`config.mk`:
```
export PLATFORM = sky130hd
export DESIGN_NAME = dxt_block_decoder_flat
export DESIGN_NICKNAME = d
export VERILOG_FILES = /design/src/rtl/core/dxtd_pkg.sv /design/src/rtl/core/dxtd_if.sv /design/src/rtl/core/dxt_block_decoder.sv /design/src/rtl/core/dxtd_palette.sv /design/src/flat_wrapper.sv
export SDC_FILE = /design/constraint.sdc
export NUM_CORES = 2
export LEC_CHECK = 0
export ABC_AREA = 0
export BUFFER_PORTS_ARGS = -buffer_cell sky130_fd_sc_hd__buf_2
export CELL_PAD_IN_SITES_DETAIL_PLACEMENT = 0
export CELL_PAD_IN_SITES_GLOBAL_PLACEMENT = 1
export CORE_ASPECT_RATIO = 0.6
export CORE_MARGIN = 2
export CORE_UTILIZATION = 48
export DETAILED_ROUTE_END_ITERATION = 12
export HOLD_SLACK_MARGIN = 0.05
export PLACE_DENSITY_LB_ADDON = 0.08
export RECOVER_POWER = 100
export SLEW_MARGIN = 10
export SYNTH_ARGS = -nofsm -noshare
export SYNTH_HDL_FRONTEND = slang
export SYNTH_HIERARCHICAL = 1
export SYNTH_SLANG_ARGS = --single-unit
```
`constraint.sdc`:
```
create_clock -name clock -period 8.4 [get_ports clock]
set_input_delay 0.84 -clock clock [delete_from_list [all_inputs] [get_ports clock]]
set_output_delay 0.84 -clock clock [all_outputs]
set_load 0.01 [all_outputs]
```
`src/rtl/core/dxtd_pkg.sv`:
```
// dxtd_pkg: shared types, constants and divide helpers for the block decoder
// used by the channel interfaces, the palette stage and the top level
package dxtd_pkg;

   localparam int unsigned TexelCount = 16;
   localparam int unsigned CntWidth   = $clog2(TexelCount);
   localparam int unsigned WordWidth  = 64;
   localparam int unsigned ChanWidth  = 8;

   // reciprocal multipliers, exact floor over the numerator ranges used here
   localparam logic [9:0]  Div3Mul = 10'd683;   // / 2^11, x <= 765
   localparam logic [10:0] Div5Mul = 11'd1639;  // / 2^13, x <= 1275
   localparam logic [11:0] Div7Mul = 12'd2341;  // / 2^14, x <= 1785

   typedef enum logic [1:0] {
      FormatDxt1 = 2'd0,
      FormatDxt3 = 2'd1,
      FormatDxt5 = 2'd2
   } format_type;

   typedef logic [ChanWidth-1:0] chan_type;

   // one decoded block, ready for texel selection
   typedef struct packed {
      chan_type [3:0] red;
      chan_type [3:0] green;
      chan_type [3:0] blue;
      logic           four_colour;
      chan_type [7:0] alpha_tab;
      logic [2*TexelCount-1:0] colour_idx;
      logic [WordWidth-1:0]    alpha_word;
      logic [1:0]              format;
   } dec_block_type;

   function automatic chan_type div3(input logic [9:0] x);
      logic [19:0] p;
      p = 20'(x) * 20'(Div3Mul);
      return p[18:11];
   endfunction

   function automatic chan_type div5(input logic [10:0] x);
      logic [21:0] p;
      p = 22'(x) * 22'(Div5Mul);
      return p[20:13];
   endfunction

   function automatic chan_type div7(input logic [10:0] x);
      logic [22:0] p;
      p = 23'(x) * 23'(Div7Mul);
      return p[21:14];
   endfunction

endpackage

```
`src/rtl/core/dxtd_if.sv`:
```
// dxtd channel interfaces: block request, texel response and register write
// depends on dxtd_pkg for widths
interface dxtd_req_if import dxtd_pkg::*; ();
   logic                 valid;
   logic                 ready;
   logic [WordWidth-1:0] color_word;
   logic [WordWidth-1:0] alpha_word;
   modport source (output valid, color_word, alpha_word, input ready);
   modport sink   (input valid, color_word, alpha_word, output ready);
endinterface

interface dxtd_rsp_if import dxtd_pkg::*; ();
   logic     valid;
   logic     ready;
   chan_type red;
   chan_type green;
   chan_type blue;
   chan_type alpha;
   logic [1:0] texel_col;
   logic [1:0] texel_row;
   logic       last;
   modport source (output valid, red, green, blue, alpha, texel_col, texel_row, last,
                   input ready);
   modport sink   (input valid, red, green, blue, alpha, texel_col, texel_row, last,
                   output ready);
endinterface

interface dxtd_csr_if;
   logic       valid;
   logic       ready;
   logic [1:0] data;
   modport source (output valid, data, input ready);
   modport sink   (input valid, data, output ready);
endinterface

```
`src/rtl/core/dxt_block_decoder.sv`:
```
// dxt_block_decoder: s3tc (dxt1/dxt3/dxt5) 4x4 block decompressor, top level
// depends on dxtd_pkg, the dxtd channel interfaces and dxtd_palette
//
// usage
//  - req: one compressed block per word (colour half and alpha half, 64 bits each)
//  - rsp: one texel per word, raster order, col/row tags, last on the sixteenth
//  - csr: writes format_mode (0 dxt1, 1 dxt3, 2 dxt5, 3 acts as dxt1); always ready,
//    write it only while no block is in flight
//  - blocks: each block leaves as sixteen words on the one-texel-per-word rsp channel;
//    the next block is taken while the current one still drains, so blocks run
//    back to back with no gap on rsp
//  - pipeline: input register, decoded-block register (palette and alpha table
//    built on the way in), then a texel counter selecting into the rsp register
//  - stall: when rsp.ready is low the rsp register holds, the counter stops, and
//    req.ready drops once the input register is also full
//  - reset: synchronous, clears all valid flags, the counter and format_mode (dxt1)
module dxt_block_decoder import dxtd_pkg::*; (
   input  logic            clock,
   input  logic            reset,
   dxtd_req_if.sink        req,
   dxtd_rsp_if.source      rsp,
   dxtd_csr_if.sink        csr
);

   // configuration
   logic [1:0] format_ff;

   // input register
   logic                 in_valid_ff;
   logic [WordWidth-1:0] in_color_ff;
   logic [WordWidth-1:0] in_alpha_ff;

   // decoded block register and texel counter
   logic          blk_valid_ff;
   dec_block_type blk_ff;
   dec_block_type blk_in;
   logic [CntWidth-1:0] cnt_ff;

   // response register
   logic     rsp_valid_ff;
   chan_type red_ff, green_ff, blue_ff, alpha_ff;
   logic [1:0] col_ff, row_ff;
   logic       last_ff;

   logic out_free, emit, blk_done, blk_load;
   logic [1:0] ci;
   logic [2:0] ai;
   logic [3:0] nib;
   chan_type   alpha_sel;

   assign out_free = !rsp_valid_ff || rsp.ready;
   assign emit     = blk_valid_ff && out_free;
   assign blk_done = emit && (cnt_ff == CntWidth'(TexelCount - 1));
   assign blk_load = in_valid_ff && (!blk_valid_ff || blk_done);
   assign req.ready = !in_valid_ff || blk_load;
   assign csr.ready = 1'b1;

   always_ff @(posedge clock) begin
      if (reset) begin
         format_ff <= FormatDxt1;
      end else if (csr.valid) begin
         format_ff <= csr.data;
      end
   end

   always_ff @(posedge clock) begin
      if (reset) begin
         in_valid_ff <= 1'b0;
      end else if (req.ready) begin
         in_valid_ff <= req.valid;
      end
      if (req.valid && req.ready) begin
         in_color_ff <= req.color_word;
         in_alpha_ff <= req.alpha_word;
      end
   end

   dxtd_palette u_palette (
      .color_word (in_color_ff),
      .alpha_word (in_alpha_ff),
      .format     (format_ff),
      .block      (blk_in)
   );

   always_ff @(posedge clock) begin
      if (reset) begin
         blk_valid_ff <= 1'b0;
         cnt_ff       <= '0;
      end else begin
         if (blk_load) begin
            blk_valid_ff <= 1'b1;
         end else if (blk_done) begin
            blk_valid_ff <= 1'b0;
         end
         if (emit) begin
            cnt_ff <= cnt_ff + CntWidth'(1);  // wraps to zero after the last texel
         end
      end
      if (blk_load) begin
         blk_ff <= blk_in;
      end
   end

   // texel selection
   assign ci  = blk_ff.colour_idx[2*cnt_ff +: 2];
   assign ai  = blk_ff.alpha_word[16 + 3*cnt_ff +: 3];
   assign nib = blk_ff.alpha_word[4*cnt_ff +: 4];

   always_comb begin
      case (format_type'(blk_ff.format))
         FormatDxt3: alpha_sel = {nib, nib};
         FormatDxt5: alpha_sel = blk_ff.alpha_tab[ai];
         default: begin
            // transparent black only at index 3 in three-colour mode
            alpha_sel = (ci == 2'd3 && !blk_ff.four_colour) ? '0 : '1;
         end
      endcase
   end

   always_ff @(posedge clock) begin
      if (reset) begin
         rsp_valid_ff <= 1'b0;
      end else if (out_free) begin
         rsp_valid_ff <= blk_valid_ff;
      end
      if (emit) begin
         red_ff   <= blk_ff.red[ci];
         green_ff <= blk_ff.green[ci];
         blue_ff  <= blk_ff.blue[ci];
         alpha_ff <= alpha_sel;
         col_ff   <= cnt_ff[1:0];
         row_ff   <= cnt_ff[3:2];
         last_ff  <= (cnt_ff == CntWidth'(TexelCount - 1));
      end
   end

   assign rsp.valid     = rsp_valid_ff;
   assign rsp.red       = red_ff;
   assign rsp.green     = green_ff;
   assign rsp.blue      = blue_ff;
   assign rsp.alpha     = alpha_ff;
   assign rsp.texel_col = col_ff;
   assign rsp.texel_row = row_ff;
   assign rsp.last      = last_ff;

   // counter only runs while a block is held
   a_cnt_idle: assert property (@(posedge clock) disable iff (reset)
      !blk_valid_ff |-> cnt_ff == '0)
      else $error("texel counter moved without a block");

   // last flag sits on the bottom-right texel only
   a_last_pos: assert property (@(posedge clock) disable iff (reset)
      rsp_valid_ff |-> (last_ff == (col_ff == 2'd3 && row_ff == 2'd3)))
      else $error("last flag on wrong texel");

   // finishing a block puts a last texel on rsp
   a_done_last: assert property (@(posedge clock) disable iff (reset)
      blk_done |=> rsp_valid_ff && last_ff)
      else $error("block finished without last texel");

   // a new block is only loaded when the decoded register is free or draining
   a_no_overrun: assert property (@(posedge clock) disable iff (reset)
      blk_load && blk_valid_ff |-> blk_done)
      else $error("decoded block overwritten mid-drain");

endmodule

```
`src/rtl/core/dxtd_palette.sv`:
```
// dxtd_palette: builds the colour palette and alpha table of one block
// depends on dxtd_pkg (types and reciprocal divide helpers)
module dxtd_palette import dxtd_pkg::*; (
   input  logic [WordWidth-1:0] color_word,
   input  logic [WordWidth-1:0] alpha_word,
   input  logic [1:0]           format,
   output dec_block_type        block
);

   logic [15:0] c0, c1;
   chan_type    e0 [3];
   chan_type    e1 [3];
   chan_type    p2 [3];
   chan_type    p3 [3];
   chan_type    a0, a1;
   logic        four;
   logic        alpha_hi;

   assign c0 = color_word[15:0];
   assign c1 = color_word[31:16];
   assign four = (c0 > c1);
   assign a0 = alpha_word[7:0];
   assign a1 = alpha_word[15:8];
   assign alpha_hi = (a0 > a1);

   // endpoints widened with zero low bits: red, green, blue
   assign e0[0] = {c0[15:11], 3'b000};
   assign e0[1] = {c0[10:5],  2'b00};
   assign e0[2] = {c0[4:0],   3'b000};
   assign e1[0] = {c1[15:11], 3'b000};
   assign e1[1] = {c1[10:5],  2'b00};
   assign e1[2] = {c1[4:0],   3'b000};

   always_comb begin
      for (int k = 0; k < 3; k++) begin
         if (four) begin
            p2[k] = div3(10'({e0[k], 1'b0}) + 10'(e1[k]));
            p3[k] = div3(10'(e0[k]) + 10'({e1[k], 1'b0}));
         end else begin
            p2[k] = 8'((9'(e0[k]) + 9'(e1[k])) >> 1);
            p3[k] = '0;
         end
      end
   end

   always_comb begin
      block = '0;
      block.red   = {p3[0], p2[0], e1[0], e0[0]};
      block.green = {p3[1], p2[1], e1[1], e0[1]};
      block.blue  = {p3[2], p2[2], e1[2], e0[2]};
      block.four_colour = four;
      block.alpha_tab[0] = a0;
      block.alpha_tab[1] = a1;
      for (int k = 2; k < 8; k++) begin
         if (alpha_hi) begin
            block.alpha_tab[k] = div7(11'(8 - k) * 11'(a0) + 11'(k - 1) * 11'(a1));
         end else if (k < 6) begin
            block.alpha_tab[k] = div5(11'(6 - k) * 11'(a0) + 11'(k - 1) * 11'(a1));
         end else if (k == 6) begin
            block.alpha_tab[k] = '0;
         end else begin
            block.alpha_tab[k] = '1;
         end
      end
      block.colour_idx = color_word[63:32];
      block.alpha_word = alpha_word;
      block.format     = format;
   end

endmodule

```
`src/flat_wrapper.sv`:
```
// flat-port wrapper written by rule: the top's interface ports become plain ports
module dxt_block_decoder_flat import dxtd_pkg::*;
  (clock, reset, req_valid, req_color_word, req_alpha_word, req_ready, rsp_valid, rsp_red, rsp_green, rsp_blue, rsp_alpha, rsp_texel_col, rsp_texel_row, rsp_last, rsp_ready, csr_valid, csr_data, csr_ready);
  dxtd_req_if req_i ();
  dxtd_rsp_if rsp_i ();
  dxtd_csr_if csr_i ();
  input  logic clock;
  input  logic reset;
  input wire logic [$bits(req_i.valid)-1:0] req_valid;
  input wire logic [$bits(req_i.color_word)-1:0] req_color_word;
  input wire logic [$bits(req_i.alpha_word)-1:0] req_alpha_word;
  output wire logic [$bits(req_i.ready)-1:0] req_ready;
  output wire logic [$bits(rsp_i.valid)-1:0] rsp_valid;
  output wire logic [$bits(rsp_i.red)-1:0] rsp_red;
  output wire logic [$bits(rsp_i.green)-1:0] rsp_green;
  output wire logic [$bits(rsp_i.blue)-1:0] rsp_blue;
  output wire logic [$bits(rsp_i.alpha)-1:0] rsp_alpha;
  output wire logic [$bits(rsp_i.texel_col)-1:0] rsp_texel_col;
  output wire logic [$bits(rsp_i.texel_row)-1:0] rsp_texel_row;
  output wire logic [$bits(rsp_i.last)-1:0] rsp_last;
  input wire logic [$bits(rsp_i.ready)-1:0] rsp_ready;
  input wire logic [$bits(csr_i.valid)-1:0] csr_valid;
  input wire logic [$bits(csr_i.data)-1:0] csr_data;
  output wire logic [$bits(csr_i.ready)-1:0] csr_ready;
  assign req_i.valid = req_valid;
  assign req_i.color_word = req_color_word;
  assign req_i.alpha_word = req_alpha_word;
  assign req_ready = req_i.ready;
  assign rsp_valid = rsp_i.valid;
  assign rsp_red = rsp_i.red;
  assign rsp_green = rsp_i.green;
  assign rsp_blue = rsp_i.blue;
  assign rsp_alpha = rsp_i.alpha;
  assign rsp_texel_col = rsp_i.texel_col;
  assign rsp_texel_row = rsp_i.texel_row;
  assign rsp_last = rsp_i.last;
  assign rsp_i.ready = rsp_ready;
  assign csr_i.valid = csr_valid;
  assign csr_i.data = csr_data;
  assign csr_ready = csr_i.ready;
  dxt_block_decoder u_core (.clock(clock), .reset(reset), .req(req_i), .rsp(rsp_i), .csr(csr_i));
endmodule
```
=== Yosys cells after proc, flatten, opt, wreduce, memory -nomap -nowiden ===
Cells that the tools add are included.

* Bits in registers: 417
* Input port bits: 135
* Word-level logic and storage cells: 125
* Output and inout port bits: 40

* Multipliers: 23
* $add $sub $neg: 21
* Reductions and logical operators: 13
* Shift-type cells: 3
* Equality and inequality tests: 4
* Order comparisons: 4
* Mux-type cells: 19

{| class="wikitable"
|+ Operators with widths
! operator !! count
|-
| 11-bit by 12-bit multiplier with 22-bit output (second input constant) || 6
|-
| 10-bit by 10-bit multiplier with 19-bit output (second input constant) || 6
|-
| 8-bit two-way mux || 12
|-
| 11-bit by 11-bit multiplier with 21-bit output (second input constant) || 4
|-
| 64-bit by 33-bit variable part select with 3-bit output || 1
|-
| 64-bit by 7-bit variable part select with 4-bit output || 1
|-
| 8-bit binary-select mux with 2-bit select || 3
|-
| 2-bit by 8-bit multiplier with 10-bit output (first input constant) || 4
|-
| 32-bit by 6-bit variable part select with 2-bit output || 1
|-
| 8-bit by 9-bit adder with 10-bit output || 3
|-
| 9-bit by 8-bit adder with 10-bit output || 3
|-
| 8-bit by 8-bit adder with 9-bit output || 3
|-
| 8-bit binary-select mux with 3-bit select || 1
|-
| 10-bit by 10-bit adder with 11-bit output || 2
|-
| 3-bit by 8-bit multiplier with 11-bit output (first input constant) || 2
|-
| 16-bit > comparator || 1
|-
| 8-bit one-hot mux with 2 select lines || 1
|-
| 10-bit by 8-bit adder with 11-bit output || 1
|-
| 10-bit by 9-bit adder with 11-bit output || 1
|-
| 11-bit by 8-bit adder with 11-bit output || 1
|-
| 11-bit by 9-bit adder with 11-bit output || 1
|-
| 8-bit by 10-bit adder with 11-bit output || 1
|-
| 8-bit by 11-bit adder with 11-bit output || 1
|-
| 9-bit by 10-bit adder with 11-bit output || 1
|-
| other kinds (15) || 26
|}

=== Logic depth before layout (Yosys ltp) ===
* Depth after elaboration: 8
* Depth in mapped cells: 31
* Depth with buffers taken out: 31

=== Hierarchy ===
The synthesis kept the hierarchy.

{| class="wikitable"
|+ Modules (own cells, without submodules)
! module !! cells each !! times used !! area an instance (µm²)
|-
| dxtd_palette || 3,451 || 1 || 31,684.1
|-
| dxt_block_decoder || 749 || 1 || 15,909.0
|}

=== Worst setup path before layout ===
No wires, ideal clock.

* Path kind: register to register
* Start point: reg u_core.cnt_ff[3]
* End point: reg u_core/blk_ff[0] (netlist name), enable pin
* Library setup time: 0.653 ns
* Arrival: 7.499 ns
* Stages on the path, launching flop included: 7
* Slack: 0.248 ns
* Path through: dfxtp_1 buf_2 clkbuf_1 clkbuf_1 nand3_1 o21ai_0 and2_1

* Longest elaborated chain between the ends: 4

{| class="wikitable"
|+ Ends and longest elaborated chain
! item !! RTL line !! source
|-
| start, declared || dxt_block_decoder.sv:37 || <nowiki>logic [CntWidth-1:0] cnt_ff;</nowiki>
|-
| start signal, assigned || dxt_block_decoder.sv:96 || <nowiki>cnt_ff <= cnt_ff + CntWidth'(1);</nowiki>
|-
| 4-bit == test || dxt_block_decoder.sv:53 || <nowiki>assign blk_done = emit && (cnt_ff == CntWidth'(TexelCount - 1));</nowiki>
|-
| 1-bit logical AND || dxt_block_decoder.sv:53 ||
|-
| 1-bit logical OR || dxt_block_decoder.sv:54 || <nowiki>assign blk_load = in_valid_ff && (!blk_valid_ff || blk_done);</nowiki>
|-
| 1-bit logical AND || dxt_block_decoder.sv:54 ||
|-
| via u_core.blk_load || dxt_block_decoder.sv:45 || <nowiki>logic out_free, emit, blk_done, blk_load;</nowiki>
|-
| end signal, assigned || dxt_block_decoder.sv:100 || <nowiki>blk_ff <= blk_in;</nowiki>
|-
| end, declared || dxt_block_decoder.sv:35 || <nowiki>dec_block_type blk_ff;</nowiki>
|}

The timed path passes the listed nets, and every way through them passes these cells.
A chain may end at the register's enable or synchronous reset.

==> impl_metrics.toml <==
[outcome]
run_status = "finished, violations left"
failing_checks = "capacitance limit, slew limit"

[routing]
routedWlPerCell_um = 20.9
routed_wl_um = 118000
post-route-drc-count = 0
avgViaCountPerCell = 5.26
detail_route.iter0.violations = 2094
dr_total_vias = 29600
drt_pass1_iterations = 5
postRouteAntennaNets = 0

[sta]
max_freq_mhz = 125
period_needed_ps = 8020
timing.final.max_slew_violations = 481
grt_setup_unrepaired = "false"
final-setup-viol-count = 0
timing.slew.headroom_pct = -111
final-hold-violation-count = 0
timing.final.crit_share_pct = 95.5
slew_worst_pin_ps = 3160
setup_total_negative_slack_ps = 0
worst_clock_skew_ps = 33.2

[placed_design]
gp_routability_congestion = 0.884
port_buffers = 173
dp_hpwl_um = 96900

[yosys]
yosys.area_share.simple_pct = 5.57
main_combinational_cell_family_by_area_after_synthesis = "adder cells"
synth-adder-area-share_pct = 42.4
synth_compound_gate_area_share_pct = 7.91
portion_of_netlist_area_occupied_by_mux_cells_pct = 3.72
postSynthCellCount = 4200
synth-seq-area-share_pct = 27.1
asyncSetResetFlopFracSynth_pct = 0
postSynthAreaPerCell_um2 = 11.3
synth.ff_latch_count = 433
synth_enable_flop_cells = 424
yosysWarnings = 6
synth_ff_type = "sky130_fd_sc_hd__edfxtp_1"
yosysTopAreaCell = "sky130_fd_sc_hd__ha_1"
netlist-cell-type-count = 90
mappedNetlistArea_mm2 = 0.0476
synth_top_area_share_pct = 28.9
yosys-top-cells-area = "sky130_fd_sc_hd__ha_1 (29%), sky130_fd_sc_hd__edfxtp_1 (27%), sky130_fd_sc_hd__fa_1 (14%)"
yosys.area_share.xor_xnor_pct = 4.64

[worst_setup_path]
path_class = "reg2reg"
worst_ep_arrival_time_ps = 8360
critPathMaxFanout = 14
crit_path_top_delay_cell = "sky130_fd_sc_hd__clkbuf_1"
critical_path.endpoint_type = "flop"
cp_data_required_time_ps = 8740
setup.worst_path.start_class = "flop"
path_cells = "clkbuf_1, ha_1, a21oi_2, xnor2_2, ha_1, a21o_1, xnor2_1, ha_1, fa_1, fa_1, inv_1, fa_1, inv_1, ha_1, o21a_1, o2111ai_1, nor2_1, o21ai_1, nand4_1, a41o_1, nor4bb_1, nor3_1, nand3_1"
crit_path_max_incr_delay_ps = 1160
critPathBufInv = 3
crit_family = "adder cells"
crit_top_cell = "sky130_fd_sc_hd__ha_1"

[floorplan]
coreArea_mm2 = 0.0983
placementRows = 89
fp.dieH_um = 248
floorplan.initialDensity_pct = 48.4
die_area_mm2 = 0.102
dieWidth_um = 411
io-pin-count = 175

[cells_and_area]
final_layout_size_suffix_gt1_share_pct = 7.52
layout_commonest_cell = "sky130_fd_sc_hd__ha_1"
num-nets-final = 5833
flow.area_growth_from_synthesis_pct = 5.87
final_cell_mix = "sky130_fd_sc_hd__ha_1 (1101), sky130_fd_sc_hd__inv_1 (685), sky130_fd_sc_hd__edfxtp_1 (424)"

[cts]
clkLatencyLatePin_ps = 620
tritoncts_sinks = 433
htreeDepth = 2
tritoncts_clock_tree = "done"
cts.root.buffer_cell = "sky130_fd_sc_hd__clkbuf_16"
ctsLongestPathBuffers = 3
path_clk_slew_ps = 70
post_cts_buffers = 0
cts_buffers = 44

[worst_hold_path]
hold_class = "in2reg"

[grt]
groute.usage.overall_pct = 23.4
grt_antenna_before_repair = 5
overflow = 0
first_global_vias = 28900
grt_max_degree = 156
grt_pass1_wl_um = 179000

[flow_run]
drv_cap = 10
==> cell usage after synthesis (9+ instances only) <==
master	count
sky130_fd_sc_hd__ha_1	1101
sky130_fd_sc_hd__inv_1	685
sky130_fd_sc_hd__edfxtp_1	424
sky130_fd_sc_hd__fa_1	321
sky130_fd_sc_hd__buf_4	168
sky130_fd_sc_hd__xnor2_1	166
sky130_fd_sc_hd__nor2_1	164
sky130_fd_sc_hd__a21oi_1	150
sky130_fd_sc_hd__nand2_1	108
sky130_fd_sc_hd__o21ai_0	85
sky130_fd_sc_hd__xor2_1	78
sky130_fd_sc_hd__a21o_1	68
sky130_fd_sc_hd__nand3_1	62
sky130_fd_sc_hd__mux4_2	60
sky130_fd_sc_hd__nor3_1	54
sky130_fd_sc_hd__o21bai_1	41
sky130_fd_sc_hd__o21a_1	34
sky130_fd_sc_hd__nor2b_1	32
sky130_fd_sc_hd__or3_1	31
sky130_fd_sc_hd__mux2i_1	30
sky130_fd_sc_hd__a31oi_1	25
sky130_fd_sc_hd__clkbuf_1	23
sky130_fd_sc_hd__nand4_1	17
sky130_fd_sc_hd__a22o_1	16
sky130_fd_sc_hd__o21ai_1	16
sky130_fd_sc_hd__and3_1	15
sky130_fd_sc_hd__o31ai_1	15
sky130_fd_sc_hd__nand2b_1	14
sky130_fd_sc_hd__a41o_1	13
sky130_fd_sc_hd__and2_1	13
sky130_fd_sc_hd__o211ai_1	10
sky130_fd_sc_hd__dfxtp_1	9
==> routing by layer <==
| layer | vias up | part of all wire (%) | track usage [%] |
|---|---|---|---|
| met2 | 717 | 36 | 29.1 |
| met3 | 69 | 7.2 | 5.31 |
| li1 | 14700 | - | - |
| met1 | 14100 | 56 | 40.0 |
| met5 | - | 0 | 0 |
| met4 | 0 | 0.94 | 3.02 |
==> per-stage QoR <==
| step | area, µm² | instances | setup slack [ps] | hold slack [ps] | util [%] |
|---|---|---|---|---|---|
| 2_1_floorplan | 47600 | 4215 | 248 | 406 | - |
| 5_1_grt | 50400 | 5630 | 55.5 | 353 | 51.2 |
| 3_3_place_gp | 49100 | 5549 | 652 | 401 | 50.0 |
| 3_5_place_dp | 49100 | 5549 | 488 | 405 | 50.0 |
| 4_1_cts | 50600 | 5630 | 484 | 343 | 51.5 |
| 6_report | 50400 | 5632 | 378 | 394 | 51.2 |
==> timing repair <==
item                       CTS  global route
hold buffers                 0             0
resized for setup            0             2
setup endpoints to repair    0             2
==> final timing paths <==
check                           cells after the start  slack, ps                      to                   start
worst max-delay path                               23        380      u_core/blk_ff[137]  u_core/in_alpha_ff[15]
worst min-delay path                                1        390  u_core/in_alpha_ff[43]      req_alpha_word[43]
worst max register to register                     23        380      u_core/blk_ff[137]  u_core/in_alpha_ff[15]
worst min register to register                      0        420       u_core/blk_ff[82]  u_core/in_color_ff[48]
==> registers in the layout (all words and copies together) (netlist names) <==
name and cells:
u_core/blk_valid_ff 1, u_core/rsp.blue 8, u_core/cnt_ff 4, u_core/in_valid_ff 1
u_core/rsp.texel_col 2, u_core/blk_ff 259, u_core/rsp.alpha 8, u_core/rsp.texel_row 2
u_core/rsp.red 8, u_core/rsp.green 8, u_core/in_color_ff 64, u_core/rsp.last 1
u_core/in_alpha_ff 64, u_core/format_ff 2, u_core/rsp.valid 1
==> cells by family after synthesis <==
kind of cell,after synthesis
AND/OR/NAND/NOR,547
other,2
AO/OA/AOI/OAI,552
flip-flops,433
adder cells (fa/ha/maj),1422
multiplexers,98
buffers and inverters,898
XOR/XNOR,248
==> area by class of cell <==
cell class / instances / area (µm²)
sequential: 433 / 12900
tap: 1319 / 1650
fill: 8856 / 47900
antenna: 2 / 5.00
multi-input combinational: 2884 / 30600
timing repair buffer: 228 / 1130
clock inverter: 33 / 355
inverter: 685 / 2570
clock buffer: 48 / 1130
Power is not shown: default switching activity piles up to over one toggle a cycle in this logic, so the estimate is an artifact.
